===== src/lpr_pkg.sv =====
// ----------------------------------------------------------------------------
// lpr_pkg
// shared types, widths and helpers of the longest prefix route lookup core
// ----------------------------------------------------------------------------
package lpr_pkg;

    localparam int unsigned ADDR_W = 32;
    localparam int unsigned PORT_W = 4;
    localparam int unsigned SLOT_W = 4;
    localparam int unsigned LEN_W  = 6;

    // depth of the queue between front and back
    localparam int unsigned QDEPTH = 2;
    localparam int unsigned QPTR_W = $clog2(QDEPTH);
    localparam int unsigned QCNT_W = $clog2(QDEPTH + 1);

    localparam logic ACT_LOAD   = 1'b0;
    localparam logic ACT_LOOKUP = 1'b1;

    typedef struct packed {
        logic              action;
        logic [SLOT_W-1:0] entry_index;
        logic              entry_valid;
        logic [ADDR_W-1:0] net_addr;
        logic [ADDR_W-1:0] net_mask;
        logic [ADDR_W-1:0] gateway_addr;
        logic [PORT_W-1:0] out_port;
        logic [ADDR_W-1:0] dest_addr;
    } t_in_beat;

    typedef struct packed {
        logic              found;
        logic [ADDR_W-1:0] next_hop;
        logic [PORT_W-1:0] egress_port;
        logic [SLOT_W-1:0] match_slot;
    } t_out_beat;

    // one table row as stored
    typedef struct packed {
        logic [ADDR_W-1:0] net;
        logic [ADDR_W-1:0] mask;
        logic [ADDR_W-1:0] gateway;
        logic [PORT_W-1:0] port;
        logic [LEN_W-1:0]  len;
    } t_route;

    // classified work item handed from front to back
    typedef struct packed {
        logic              is_lookup;
        logic              slot_valid;
        logic [SLOT_W-1:0] slot;
        t_route            route;
        logic [ADDR_W-1:0] dest;
    } t_work;

    // prefix length: one bits of the mask, counted per byte then summed
    function automatic logic [LEN_W-1:0] ones_in(input logic [ADDR_W-1:0] v);
        logic [3:0] cnt [4];
        for (int b = 0; b < 4; b++) begin
            cnt[b] = '0;
            for (int k = 0; k < 8; k++) begin
                cnt[b] = cnt[b] + 4'(v[b*8+k]);
            end
        end
        return (LEN_W'(cnt[0]) + LEN_W'(cnt[1])) + (LEN_W'(cnt[2]) + LEN_W'(cnt[3]));
    endfunction

endpackage


===== src/lpr_front.sv =====
// ----------------------------------------------------------------------------
// lpr_front
// takes input beats, drops out-of-range loads, saturates the port and
// computes the prefix length before queuing
// ----------------------------------------------------------------------------
module lpr_front #(
    parameter int unsigned TABLE_ENTRIES = 16,
    parameter int unsigned PORT_COUNT    = 16
) (
    input  logic             i_in_valid,
    output logic             o_in_ready,
    input  lpr_pkg::t_in_beat i_in,
    input  logic             i_q_full,
    output logic             o_push,
    output lpr_pkg::t_work   o_work
);
    import lpr_pkg::*;

    logic slot_ok;
    logic port_over;

    assign slot_ok   = int'(i_in.entry_index) < TABLE_ENTRIES;
    assign port_over = int'(i_in.out_port) >= PORT_COUNT;

    assign o_in_ready = !i_q_full;
    assign o_push     = i_in_valid && !i_q_full && ((i_in.action == ACT_LOOKUP) || slot_ok);

    always_comb begin
        o_work.is_lookup     = (i_in.action == ACT_LOOKUP);
        o_work.slot_valid    = i_in.entry_valid;
        o_work.slot          = i_in.entry_index;
        o_work.route.net     = i_in.net_addr;
        o_work.route.mask    = i_in.net_mask;
        o_work.route.gateway = i_in.gateway_addr;
        o_work.route.port    = port_over ? PORT_W'(PORT_COUNT - 1) : i_in.out_port;
        o_work.route.len     = ones_in(i_in.net_mask);
        o_work.dest          = i_in.dest_addr;
    end

endmodule


===== src/lpr_queue.sv =====
// ----------------------------------------------------------------------------
// lpr_queue
// short fifo of work items between front and back
// ----------------------------------------------------------------------------
module lpr_queue (
    input  logic           i_clk,
    input  logic           i_rst_n,
    input  logic           i_push,
    input  lpr_pkg::t_work i_work,
    output logic           o_full,
    input  logic           i_pop,
    output logic           o_empty,
    output lpr_pkg::t_work o_head
);
    import lpr_pkg::*;

    t_work              r_q [QDEPTH];
    logic [QPTR_W-1:0]  r_wp;
    logic [QPTR_W-1:0]  r_rp;
    logic [QCNT_W-1:0]  r_cnt;

    assign o_full  = (r_cnt == QCNT_W'(QDEPTH));
    assign o_empty = (r_cnt == '0);
    assign o_head  = r_q[r_rp];

    always_ff @(posedge i_clk) begin
        if (i_push) begin
            r_q[r_wp] <= i_work;
        end
    end

    always_ff @(posedge i_clk) begin
        if (!i_rst_n) begin
            r_wp  <= '0;
            r_rp  <= '0;
            r_cnt <= '0;
        end else begin
            if (i_push) begin
                r_wp <= r_wp + 1'b1;
            end
            if (i_pop) begin
                r_rp <= r_rp + 1'b1;
            end
            unique case ({i_push, i_pop})
                2'b10:   r_cnt <= r_cnt + 1'b1;
                2'b01:   r_cnt <= r_cnt - 1'b1;
                default: r_cnt <= r_cnt;
            endcase
        end
    end

endmodule


===== src/lpr_back.sv =====
// ----------------------------------------------------------------------------
// lpr_back
// holds the route table and runs loads and lookups; a lookup scans the
// table one row per cycle through a registered read port
// ----------------------------------------------------------------------------
module lpr_back #(
    parameter int unsigned TABLE_ENTRIES = 16
) (
    input  logic               i_clk,
    input  logic               i_rst_n,
    input  logic               i_empty,
    input  lpr_pkg::t_work     i_head,
    output logic               o_pop,
    output logic               o_out_valid,
    input  logic               i_out_ready,
    output lpr_pkg::t_out_beat o_out
);
    import lpr_pkg::*;

    localparam int unsigned AW = $clog2(TABLE_ENTRIES);
    localparam logic [AW-1:0] LastAddr = AW'(TABLE_ENTRIES - 1);

    typedef enum logic [1:0] {S_IDLE, S_SCAN, S_LAST, S_EMIT} t_state;

    t_state                    r_state;
    t_route                    r_mem [TABLE_ENTRIES];
    logic [TABLE_ENTRIES-1:0]  r_slot_used;
    t_route                    r_rd;
    logic                      r_pv;
    logic                      r_pv_used;
    logic [AW-1:0]             r_pv_slot;
    logic [AW-1:0]             r_addr;
    logic [ADDR_W-1:0]         r_dest;
    logic                      r_hit;
    logic [LEN_W-1:0]          r_best_len;
    logic [AW-1:0]             r_best_slot;
    logic [ADDR_W-1:0]         r_best_gw;
    logic [PORT_W-1:0]         r_best_port;
    t_out_beat                 r_out;
    logic                      r_out_valid;

    logic          wr_en;
    logic          rd_en;
    logic [AW-1:0] wr_addr;
    logic          out_free;
    logic          entry_hit;
    logic          take;

    assign o_pop     = (r_state == S_IDLE) && !i_empty;
    assign wr_en     = o_pop && !i_head.is_lookup;
    assign wr_addr   = AW'(i_head.slot);
    assign rd_en     = (r_state == S_SCAN);
    assign out_free  = !r_out_valid || i_out_ready;
    assign entry_hit = r_pv && r_pv_used && ((r_dest & r_rd.mask) == r_rd.net);
    // strictly longer wins, so ties stay with the lower slot
    assign take      = entry_hit && (!r_hit || (r_rd.len > r_best_len));

    assign o_out_valid = r_out_valid;
    assign o_out       = r_out;

    // table memory: one write, one registered read
    always_ff @(posedge i_clk) begin
        if (wr_en) begin
            r_mem[wr_addr] <= i_head.route;
        end
        if (rd_en) begin
            r_rd <= r_mem[r_addr];
        end
    end

    always_ff @(posedge i_clk) begin
        if (!i_rst_n) begin
            r_slot_used <= '0;
        end else if (wr_en) begin
            r_slot_used[wr_addr] <= i_head.slot_valid;
        end
    end

    always_ff @(posedge i_clk) begin
        if (!i_rst_n) begin
            r_state     <= S_IDLE;
            r_pv        <= 1'b0;
            r_hit       <= 1'b0;
            r_out_valid <= 1'b0;
        end else begin
            r_pv      <= rd_en;
            r_pv_used <= r_slot_used[r_addr];
            r_pv_slot <= r_addr;
            if (take) begin
                r_hit       <= 1'b1;
                r_best_len  <= r_rd.len;
                r_best_slot <= r_pv_slot;
                r_best_gw   <= r_rd.gateway;
                r_best_port <= r_rd.port;
            end
            // in S_EMIT the output register is reloaded below instead
            if (r_out_valid && i_out_ready && (r_state != S_EMIT)) begin
                r_out_valid <= 1'b0;
            end
            unique case (r_state)
                S_IDLE: begin
                    if (o_pop && i_head.is_lookup) begin
                        r_dest     <= i_head.dest;
                        r_addr     <= '0;
                        r_hit      <= 1'b0;
                        r_best_len <= '0;
                        r_state    <= S_SCAN;
                    end
                end
                S_SCAN: begin
                    if (r_addr == LastAddr) begin
                        r_state <= S_LAST;
                    end else begin
                        r_addr <= r_addr + 1'b1;
                    end
                end
                S_LAST: begin
                    r_state <= S_EMIT;
                end
                S_EMIT: begin
                    if (out_free) begin
                        r_out_valid       <= 1'b1;
                        r_out.found       <= r_hit;
                        r_out.next_hop    <= r_hit ? r_best_gw : '0;
                        r_out.egress_port <= r_hit ? r_best_port : '0;
                        r_out.match_slot  <= r_hit ? SLOT_W'(r_best_slot) : '0;
                        r_state           <= S_IDLE;
                    end
                end
                default: r_state <= S_IDLE;
            endcase
        end
    end

    a_idle_no_read: assert property (@(posedge i_clk) disable iff (!i_rst_n)
        (r_state == S_IDLE) |-> !r_pv)
        else $error("read data pending while idle");

    a_winner_in_use: assert property (@(posedge i_clk) disable iff (!i_rst_n)
        (r_state == S_EMIT && r_hit) |-> r_slot_used[r_best_slot])
        else $error("winning slot is not in use");

    a_scan_continues: assert property (@(posedge i_clk) disable iff (!i_rst_n)
        (r_state == S_SCAN && r_addr != LastAddr) |=> (r_state == S_SCAN))
        else $error("scan left before the last slot");

    a_last_to_emit: assert property (@(posedge i_clk) disable iff (!i_rst_n)
        (r_state == S_LAST) |=> (r_state == S_EMIT))
        else $error("last row not followed by result");

endmodule


===== src/longest_prefix_route_lookup_core.sv =====
// ----------------------------------------------------------------------------
// longest_prefix_route_lookup_core
// ipv4 route table with longest prefix match lookup
// ----------------------------------------------------------------------------
//  channel  | valid / ready             | payload
//  ---------+---------------------------+------------------------------------
//  in       | i_in_valid / o_in_ready   | i_in  (load or lookup beat)
//  out      | o_out_valid / i_out_ready | o_out (found, hop, port, slot)
//
//  a load gives no result beat
//  a lookup steps the back end through scan, last and emit: the table has a
//  single read port and is scanned one row per cycle
//  reset clears all in-use flags at once; table data is undefined until loaded
//  a 2-beat queue lets input beats arrive while the back end scans
//  a stalled output beat holds the back end only when the next result is due
// ----------------------------------------------------------------------------
module longest_prefix_route_lookup_core #(
    parameter int unsigned TABLE_ENTRIES = 16,
    parameter int unsigned PORT_COUNT    = 16
) (
    input  logic               i_clk,
    input  logic               i_rst_n,
    input  logic               i_in_valid,
    output logic               o_in_ready,
    input  lpr_pkg::t_in_beat  i_in,
    output logic               o_out_valid,
    input  logic               i_out_ready,
    output lpr_pkg::t_out_beat o_out
);
    import lpr_pkg::*;

    // front to queue
    logic  q_push;
    t_work q_in;
    logic  q_full;
    // queue to back
    logic  q_pop;
    logic  q_empty;
    t_work q_head;

    // classify: out-of-range loads are dropped here, prefix length precomputed
    lpr_front #(
        .TABLE_ENTRIES (TABLE_ENTRIES),
        .PORT_COUNT    (PORT_COUNT)
    ) u_front (
        .i_in_valid (i_in_valid),
        .o_in_ready (o_in_ready),
        .i_in       (i_in),
        .i_q_full   (q_full),
        .o_push     (q_push),
        .o_work     (q_in)
    );

    // decouples input acceptance from the table scan
    lpr_queue u_queue (
        .i_clk   (i_clk),
        .i_rst_n (i_rst_n),
        .i_push  (q_push),
        .i_work  (q_in),
        .o_full  (q_full),
        .i_pop   (q_pop),
        .o_empty (q_empty),
        .o_head  (q_head)
    );

    // table, scan sequencer and output register
    lpr_back #(
        .TABLE_ENTRIES (TABLE_ENTRIES)
    ) u_back (
        .i_clk       (i_clk),
        .i_rst_n     (i_rst_n),
        .i_empty     (q_empty),
        .i_head      (q_head),
        .o_pop       (q_pop),
        .o_out_valid (o_out_valid),
        .i_out_ready (i_out_ready),
        .o_out       (o_out)
    );

endmodule

===== config.mk =====
export PLATFORM = sky130hd
export DESIGN_NAME = longest_prefix_route_lookup_core
export DESIGN_NICKNAME = d
export VERILOG_FILES = /design/src/lpr_pkg.sv /design/src/lpr_front.sv /design/src/lpr_queue.sv /design/src/lpr_back.sv /design/src/longest_prefix_route_lookup_core.sv
export SDC_FILE = /design/constraint.sdc
export NUM_CORES = 2
export LEC_CHECK = 0
export BUFFER_PORTS_ARGS = -buffer_cell sky130_fd_sc_hd__buf_2
export CAP_MARGIN = 5
export CORE_MARGIN = 2
export CORE_UTILIZATION = 24
export CTS_BUF_LIST = sky130_fd_sc_hd__clkbuf_8
export DETAILED_ROUTE_END_ITERATION = 8
export PLACE_DENSITY_LB_ADDON = 0.08
export SYNTH_ARGS = -nofsm -noshare
export SYNTH_HDL_FRONTEND = slang
export SYNTH_SLANG_ARGS = --single-unit

===== constraint.sdc =====
create_clock -name i_clk -period 24.7 [get_ports i_clk]
set_input_delay 4.94 -clock i_clk [delete_from_list [all_inputs] [get_ports i_clk]]
set_output_delay 4.94 -clock i_clk [all_outputs]
set_load 0.01 [all_outputs]

* Yosys cells after proc, flatten, opt, wreduce, memory -nomap -nowiden
Memory sizes are Yosys's and may differ from the RTL's. A register that Yosys moved wholly into a read port is not among the register bits.
Cells that the tools add are included.
** Storage, ports and cells
- Output and inout port bits :: 43
- Bits in writable memories :: 1984
- Input port bits :: 142
- Memories kept :: 2
- Bits in registers :: 153
** Cells by class
- Equal/unequal tests :: 13
- Reduce and logical (&&, ||, !) cells :: 26
- Bitwise operators :: 1
- Add/subtract/negate cells :: 36
- Order comparisons :: 4
- Mux-type cells :: 28
** Memories
- u_back.r_mem :: depth 16, width 106, rd ports 1, clocked after memory_dff 1, write ports 1, line lpr_back.sv:26 : t_route r_mem [TABLE_ENTRIES];
- u_queue.r_q :: depth 2, width 144, rd ports 1, clocked after memory_dff 1, write ports 1, line lpr_queue.sv:17 : t_work r_q [QDEPTH];
** Operators with widths (number)
- adder 4 x 1 -> 4 bit :: 24
- AND 32 bit :: 1
- equality test 32 bit :: 1
- 2-to-1 mux 6 bit :: 3
- bitwise mux 16 bit :: 1
- 2-to-1 mux 1 bit :: 14
- adder 4 x 4 -> 5 bit :: 2
- logical AND 1 bit :: 10
- < comparator 4 x 5 -> 1 bit, second input constant :: 2
- AND reduction 3 bit :: 3
- adder 1 x 1 -> 2 bit :: 4
- equality test 2 bit, second input constant :: 4
- 2-to-1 mux 4 bit :: 2
- inequality test 2 bit, second input constant :: 4
- case mux 2 bit (4 select lines) :: 1
- case mux 4 bit (2 select lines) :: 1
- adder 5 x 5 -> 6 bit :: 1
- > comparator 6 bit :: 1
- 2-to-1 mux 2 bit :: 3
- logical NOT 1 bit :: 5
- adder 4 x 1 -> 4 bit, second input constant :: 1
- binary-select mux 1 bit (select 4 bit) :: 1
- demux 1 bit (select 4 bit) :: 1
- equality test 2 x 1 -> 1 bit, second input constant :: 2
- other kinds (12) :: 16

* Longest topological paths before layout
- Word-level depth :: 9
- Depth in mapped cells :: 16
- Depth with buffers taken out :: 16

* Cells and area by module
A second synthesis with hierarchy kept.
** Second synthesis, totals
- Cells, all modules :: 3608
- Area, all modules :: 85545.8 sq um
** Modules (own cells, without submodules)
- lpr_back :: instances 1, area each 72696.0 sq um, cells an instance 2885
- lpr_queue :: instances 1, area each 10835.4 sq um, cells an instance 470
- lpr_front :: instances 1, area each 2014.4 sq um, cells an instance 253

* Least setup slack after synthesis
OpenSTA, ideal clock, no wires.
- Path kind :: input-to-reg
- Start :: input i_in_valid
- End :: memory u_queue.r_q[0][0] in the netlist's numbering (enable)
- Setup slack :: 13.037 ns
- Stages :: 2
- Data arrival time :: 11.014 ns
- Library setup time :: 0.649 ns
- Buffers on the path :: 0
- Cells stage by stage :: nand2_1 > nor2_1
** Between the ends
- Word-level cells in the longest chain between the ends :: 3
** Ends and longest elaborated chain
- start: declaration :: line longest_prefix_route_lookup_core.sv:23 : input logic i_in_valid,
- logical AND 1 bit :: line lpr_front.sv:26 : assign o_push = i_in_valid && !i_q_full && ((i_in.action == ACT_LOOKUP) || slot_ok);
- 2-to-1 mux 1 bit :: line lpr_queue.sv:27 : if (i_push) begin
- 2-to-1 mux 1 bit (not written as such) :: line lpr_queue.sv:28 : r_q[r_wp] <= i_work;
- end: declaration :: line lpr_queue.sv:17
Every way passes these cells.

==> impl_metrics.yaml <==
logic_synthesis:
  post_synth_net_total: 3677
  post_synth.cell_area_avg_um2: 24.2
  post_synth_instance_area_um2: 84200
  yosys_most_used_dff: "sky130_fd_sc_hd__edfxtp_1"
  async_flop_share_pct: 0
  ff_latch_count_synth: 2244
  ys.warnings.count: 0
  synth_sequential_area_ratio_pct: 79.7
  synth-edff-count: 2218
  post_synth_inst_count: 3482
  post_synth_num_cell_types: 49
timing:
  setup_repair_after_global_routing_missed_its_margin: "no"
  final.hold.worst_slack_ns: 0.415
  achievable-frequency_mhz: 110
  hold_violations: 0
  timing_worst_slew_pin_value_ns: 1.15
  timing.final.crit_period_ns: 9.13
  layout_worst_path_cycle_share_pct: 36.9
  maximum_clock_skew_at_final_layout_ns: 0.0802
  setup_viol: 0
  slew-limit-headroom_pct: 23.3
  slew_violations: 0
  setup-tns-final_ns: 0
pwr:
  power.net_switching_mw: 2.69
  p_sw_share_pct: 27.9
  leakagePower_nw: 31.3
  internal_power_mw: 6.96
  fin_total_pwr_mw: 9.65
  p_comb_share_pct: 15.8
  cellPowerDensity_nw_per_um2: 97.7
  seq_power_share_pct: 50.0
  power.clock.fraction_pct: 34.2
  peakVddDrop_mv: 0.0677
grt:
  grt-ovfl-total: 0
  grt_pass1_wl_mm: 342
  grt_usage_pct: 13.8
  antenna_found_initial: 23
  first_global_vias: 41200
  grt_max_degree: 116
route:
  detailedRoute.firstIterationViolations: 2521
  wl_per_cell_um: 27.8
  route.final.wire_length_mm: 250
  via_count: 38000
  drt_pass1_iterations: 7
  routed_via_density: 4.24
  ant_nets: 0
  drc: 0
floorplanning:
  die_height_um: 596
  core_region_area_um2: 349000
  die-area_um2: 355000
  placementRows: 217
  die_w_um: 596
  initial_utilization_pct: 24.1
  design.portCount: 185
finish:
  design.final.nets: 4213
  finalInstanceArea_um2: 98800
  final_common_cell: "sky130_fd_sc_hd__edfxtp_1"
  multi_input_area_um2: 16400
  fill_cells: 34400
  area.sequential_um2: 67100
  layout-area-overhead-vs-synth_pct: 17.4
  drive_above_1_share_pct: 33.5
  most_used_cells_in_the_layout_excluding_fill_and_tap_cells: "2218 x sky130_fd_sc_hd__edfxtp_1, 535 x sky130_fd_sc_hd__mux4_2, 427 x sky130_fd_sc_hd__clkbuf_8, 204 x sky130_fd_sc_hd__inv_1, 184 x sky130_fd_sc_hd__buf_2"
  fin_cells: 8965
worst_setup_path:
  worst-path-max-fanout: 3
  reg2reg_slack_ns: 19.86
  crit_path_capture: "u_queue.r_q[1][37]"
  rr_worst_depth: 6
  worst_ep_required_time_ns: 25.48
  critical_path_class: "in -> reg"
  worst_setup_path_startpoint: "i_in[68]"
  setup.worst_path.start_class: "input port"
  worstPathArrival_ns: 9.91
  crit_path_end_kind: "flop"
  crit-reg2reg-capture: "u_back.r_rd[87]"
  worstReg2RegStart: "u_back.r_addr[0]"
clock_tree:
  clock-root-buffer: "sky130_fd_sc_hd__clkbuf_8"
  cts_tree: "done"
  clkTransAtPathRegs_ns: 0.06
  post_cts_resized: 0
  clock_latency_on_the_worst_skew_pair_ns: 1.08
  cts.sink_count: 2244
  cts_post_setup_buffers_inserted: 0
  cts.hold.buffers_added: 0
  cts_made_buffers: 417
  cts_buffer_depth: 4
  htree_levels: 5
job:
  cap_viol_max_count: 0
min_path:
  worst_hold_startpoint: "u_back.r_rd[19]"
  min-delay-path-class: "reg -> reg"
placement:
  placed_cell_area_um2: 91300
  buffer_ports.inserted: 184
  dp.final_hpwl_mm: 120
  post-place-cells: 8198
  place.gp.congestion: 0.655
outcome:
  run_status: "finished, final reports clean"
## through the flow
step           utilization, %  setup WS, ns
2_1_floorplan               -         13.04
3_3_place_gp             26.1         14.33
3_5_place_dp             26.1         14.40
4_1_cts                  28.3         15.60
5_1_grt                  28.3         15.43
6_report                 28.3         15.57
## worst min-delay path by stage
stage / endpoint / slack (ns) / cells past startpoint
CTS: u_back.r_best_slot[0] / 0.41 / 0
floorplan: u_back.r_best_gw[0] / 0.40 / 0
finish: u_back.r_best_gw[9] / 0.41 / 0
detailed placement: u_back.r_best_port[2] / 0.40 / 0
global placement: u_back.r_best_gw[28] / 0.40 / 0
global route: u_back.r_best_gw[17] / 0.42 / 0
## worst max-delay path, stage by stage
cell and delay, ns:
sky130_fd_sc_hd__buf_2 0.12, sky130_fd_sc_hd__ha_1 0.29, sky130_fd_sc_hd__inv_1 0.09, sky130_fd_sc_hd__fa_1 0.68, sky130_fd_sc_hd__fa_1 0.60, sky130_fd_sc_hd__inv_1 0.05, sky130_fd_sc_hd__fa_1 0.41, sky130_fd_sc_hd__fa_1 0.58
sky130_fd_sc_hd__fa_1 0.56, sky130_fd_sc_hd__inv_1 0.05, sky130_fd_sc_hd__fa_1 0.47, sky130_fd_sc_hd__inv_1 0.04, sky130_fd_sc_hd__ha_1 0.20, sky130_fd_sc_hd__fa_1 0.46, sky130_fd_sc_hd__a21o_1 0.18, sky130_fd_sc_hd__a21o_1 0.18
## cells by family after synthesis
family / after synthesis / synth area share [%]
flip-flops: 2244 / 79.7
multiplexers: 681 / 16.3
buffers and inverters: 215 / 1.02
AND/OR/NAND/NOR: 197 / 1.17
AO/OA/AOI/OAI: 59 / 0.464
adder cells (fa/ha/maj): 53 / 1.00
XOR/XNOR: 33 / 0.343
## layout make-up
| class | instances | area share, % |
|---|---|---|
| sequential | 2244 | 67.9 |
| multi-input combinational | 1023 | 16.6 |
| clock buffer | 427 | 5.95 |
| tap | 4599 | 5.82 |
| timing repair buffer | 264 | 1.79 |
| clock inverter | 335 | 1.66 |
| inverter | 68 | 0.258 |
| antenna | 5 | 0.0127 |
## layer usage
layer	vias to the layer above	share of wire [%]	global-route usage, %
li1	15900	-	-
met1	20800	45	18.5
met2	947	49	23.3
met3	398	3.8	2.14
met4	2	2.2	3.65
met5	-	0.0052	0
## cells in the mapped netlist (15+ instances only)
library cell               instances  area, um2
sky130_fd_sc_hd__a21oi_1          18       90.1
sky130_fd_sc_hd__clkbuf_1         94        353
sky130_fd_sc_hd__nor3_1           23        115
sky130_fd_sc_hd__nor2_1           55        206
sky130_fd_sc_hd__inv_1            67        251
sky130_fd_sc_hd__buf_2            41        205
sky130_fd_sc_hd__xor2_1           15        131
sky130_fd_sc_hd__and2_1           42        263
sky130_fd_sc_hd__ha_1             29        363
sky130_fd_sc_hd__xnor2_1          18        158
sky130_fd_sc_hd__nand2_1          34        128
sky130_fd_sc_hd__edfxtp_1       2218      66600
sky130_fd_sc_hd__dfxtp_1          26        521
sky130_fd_sc_hd__mux4_2          535      12000
sky130_fd_sc_hd__mux2_2          140       1580
sky130_fd_sc_hd__fa_1             24        480
## registers in the layout (all words and copies together), names as in the netlist, 2 cells and up, named ones only
| signal | cells |
|---|---|
| u_back.r_mem | 1696 |
| u_back.r_dest | 32 |
| u_back.r_rd | 106 |
| u_back.o_out | 41 |
| u_back.r_pv_slot | 4 |
| u_back.r_addr | 4 |
| u_back.r_best_gw | 32 |
| u_back.r_best_slot | 4 |
| u_back.r_best_len | 6 |
| u_queue.r_cnt | 2 |
| u_back.r_best_port | 4 |
| u_queue.r_q | 288 |
| u_back.r_state | 2 |
| u_back.r_slot_used | 16 |
## power groups by stage
stage	sequential [mW]	clock, mW	combinational [mW]
3_3_place_gp	4.90	0	1.60
2_1_floorplan	4.90	0	0.933
3_5_place_dp	4.90	0	1.60
4_1_cts	4.83	3.46	1.61
5_1_grt	4.84	3.62	1.68
6_report	4.82	3.30	1.52
Power figures use the tool's default switching activity.
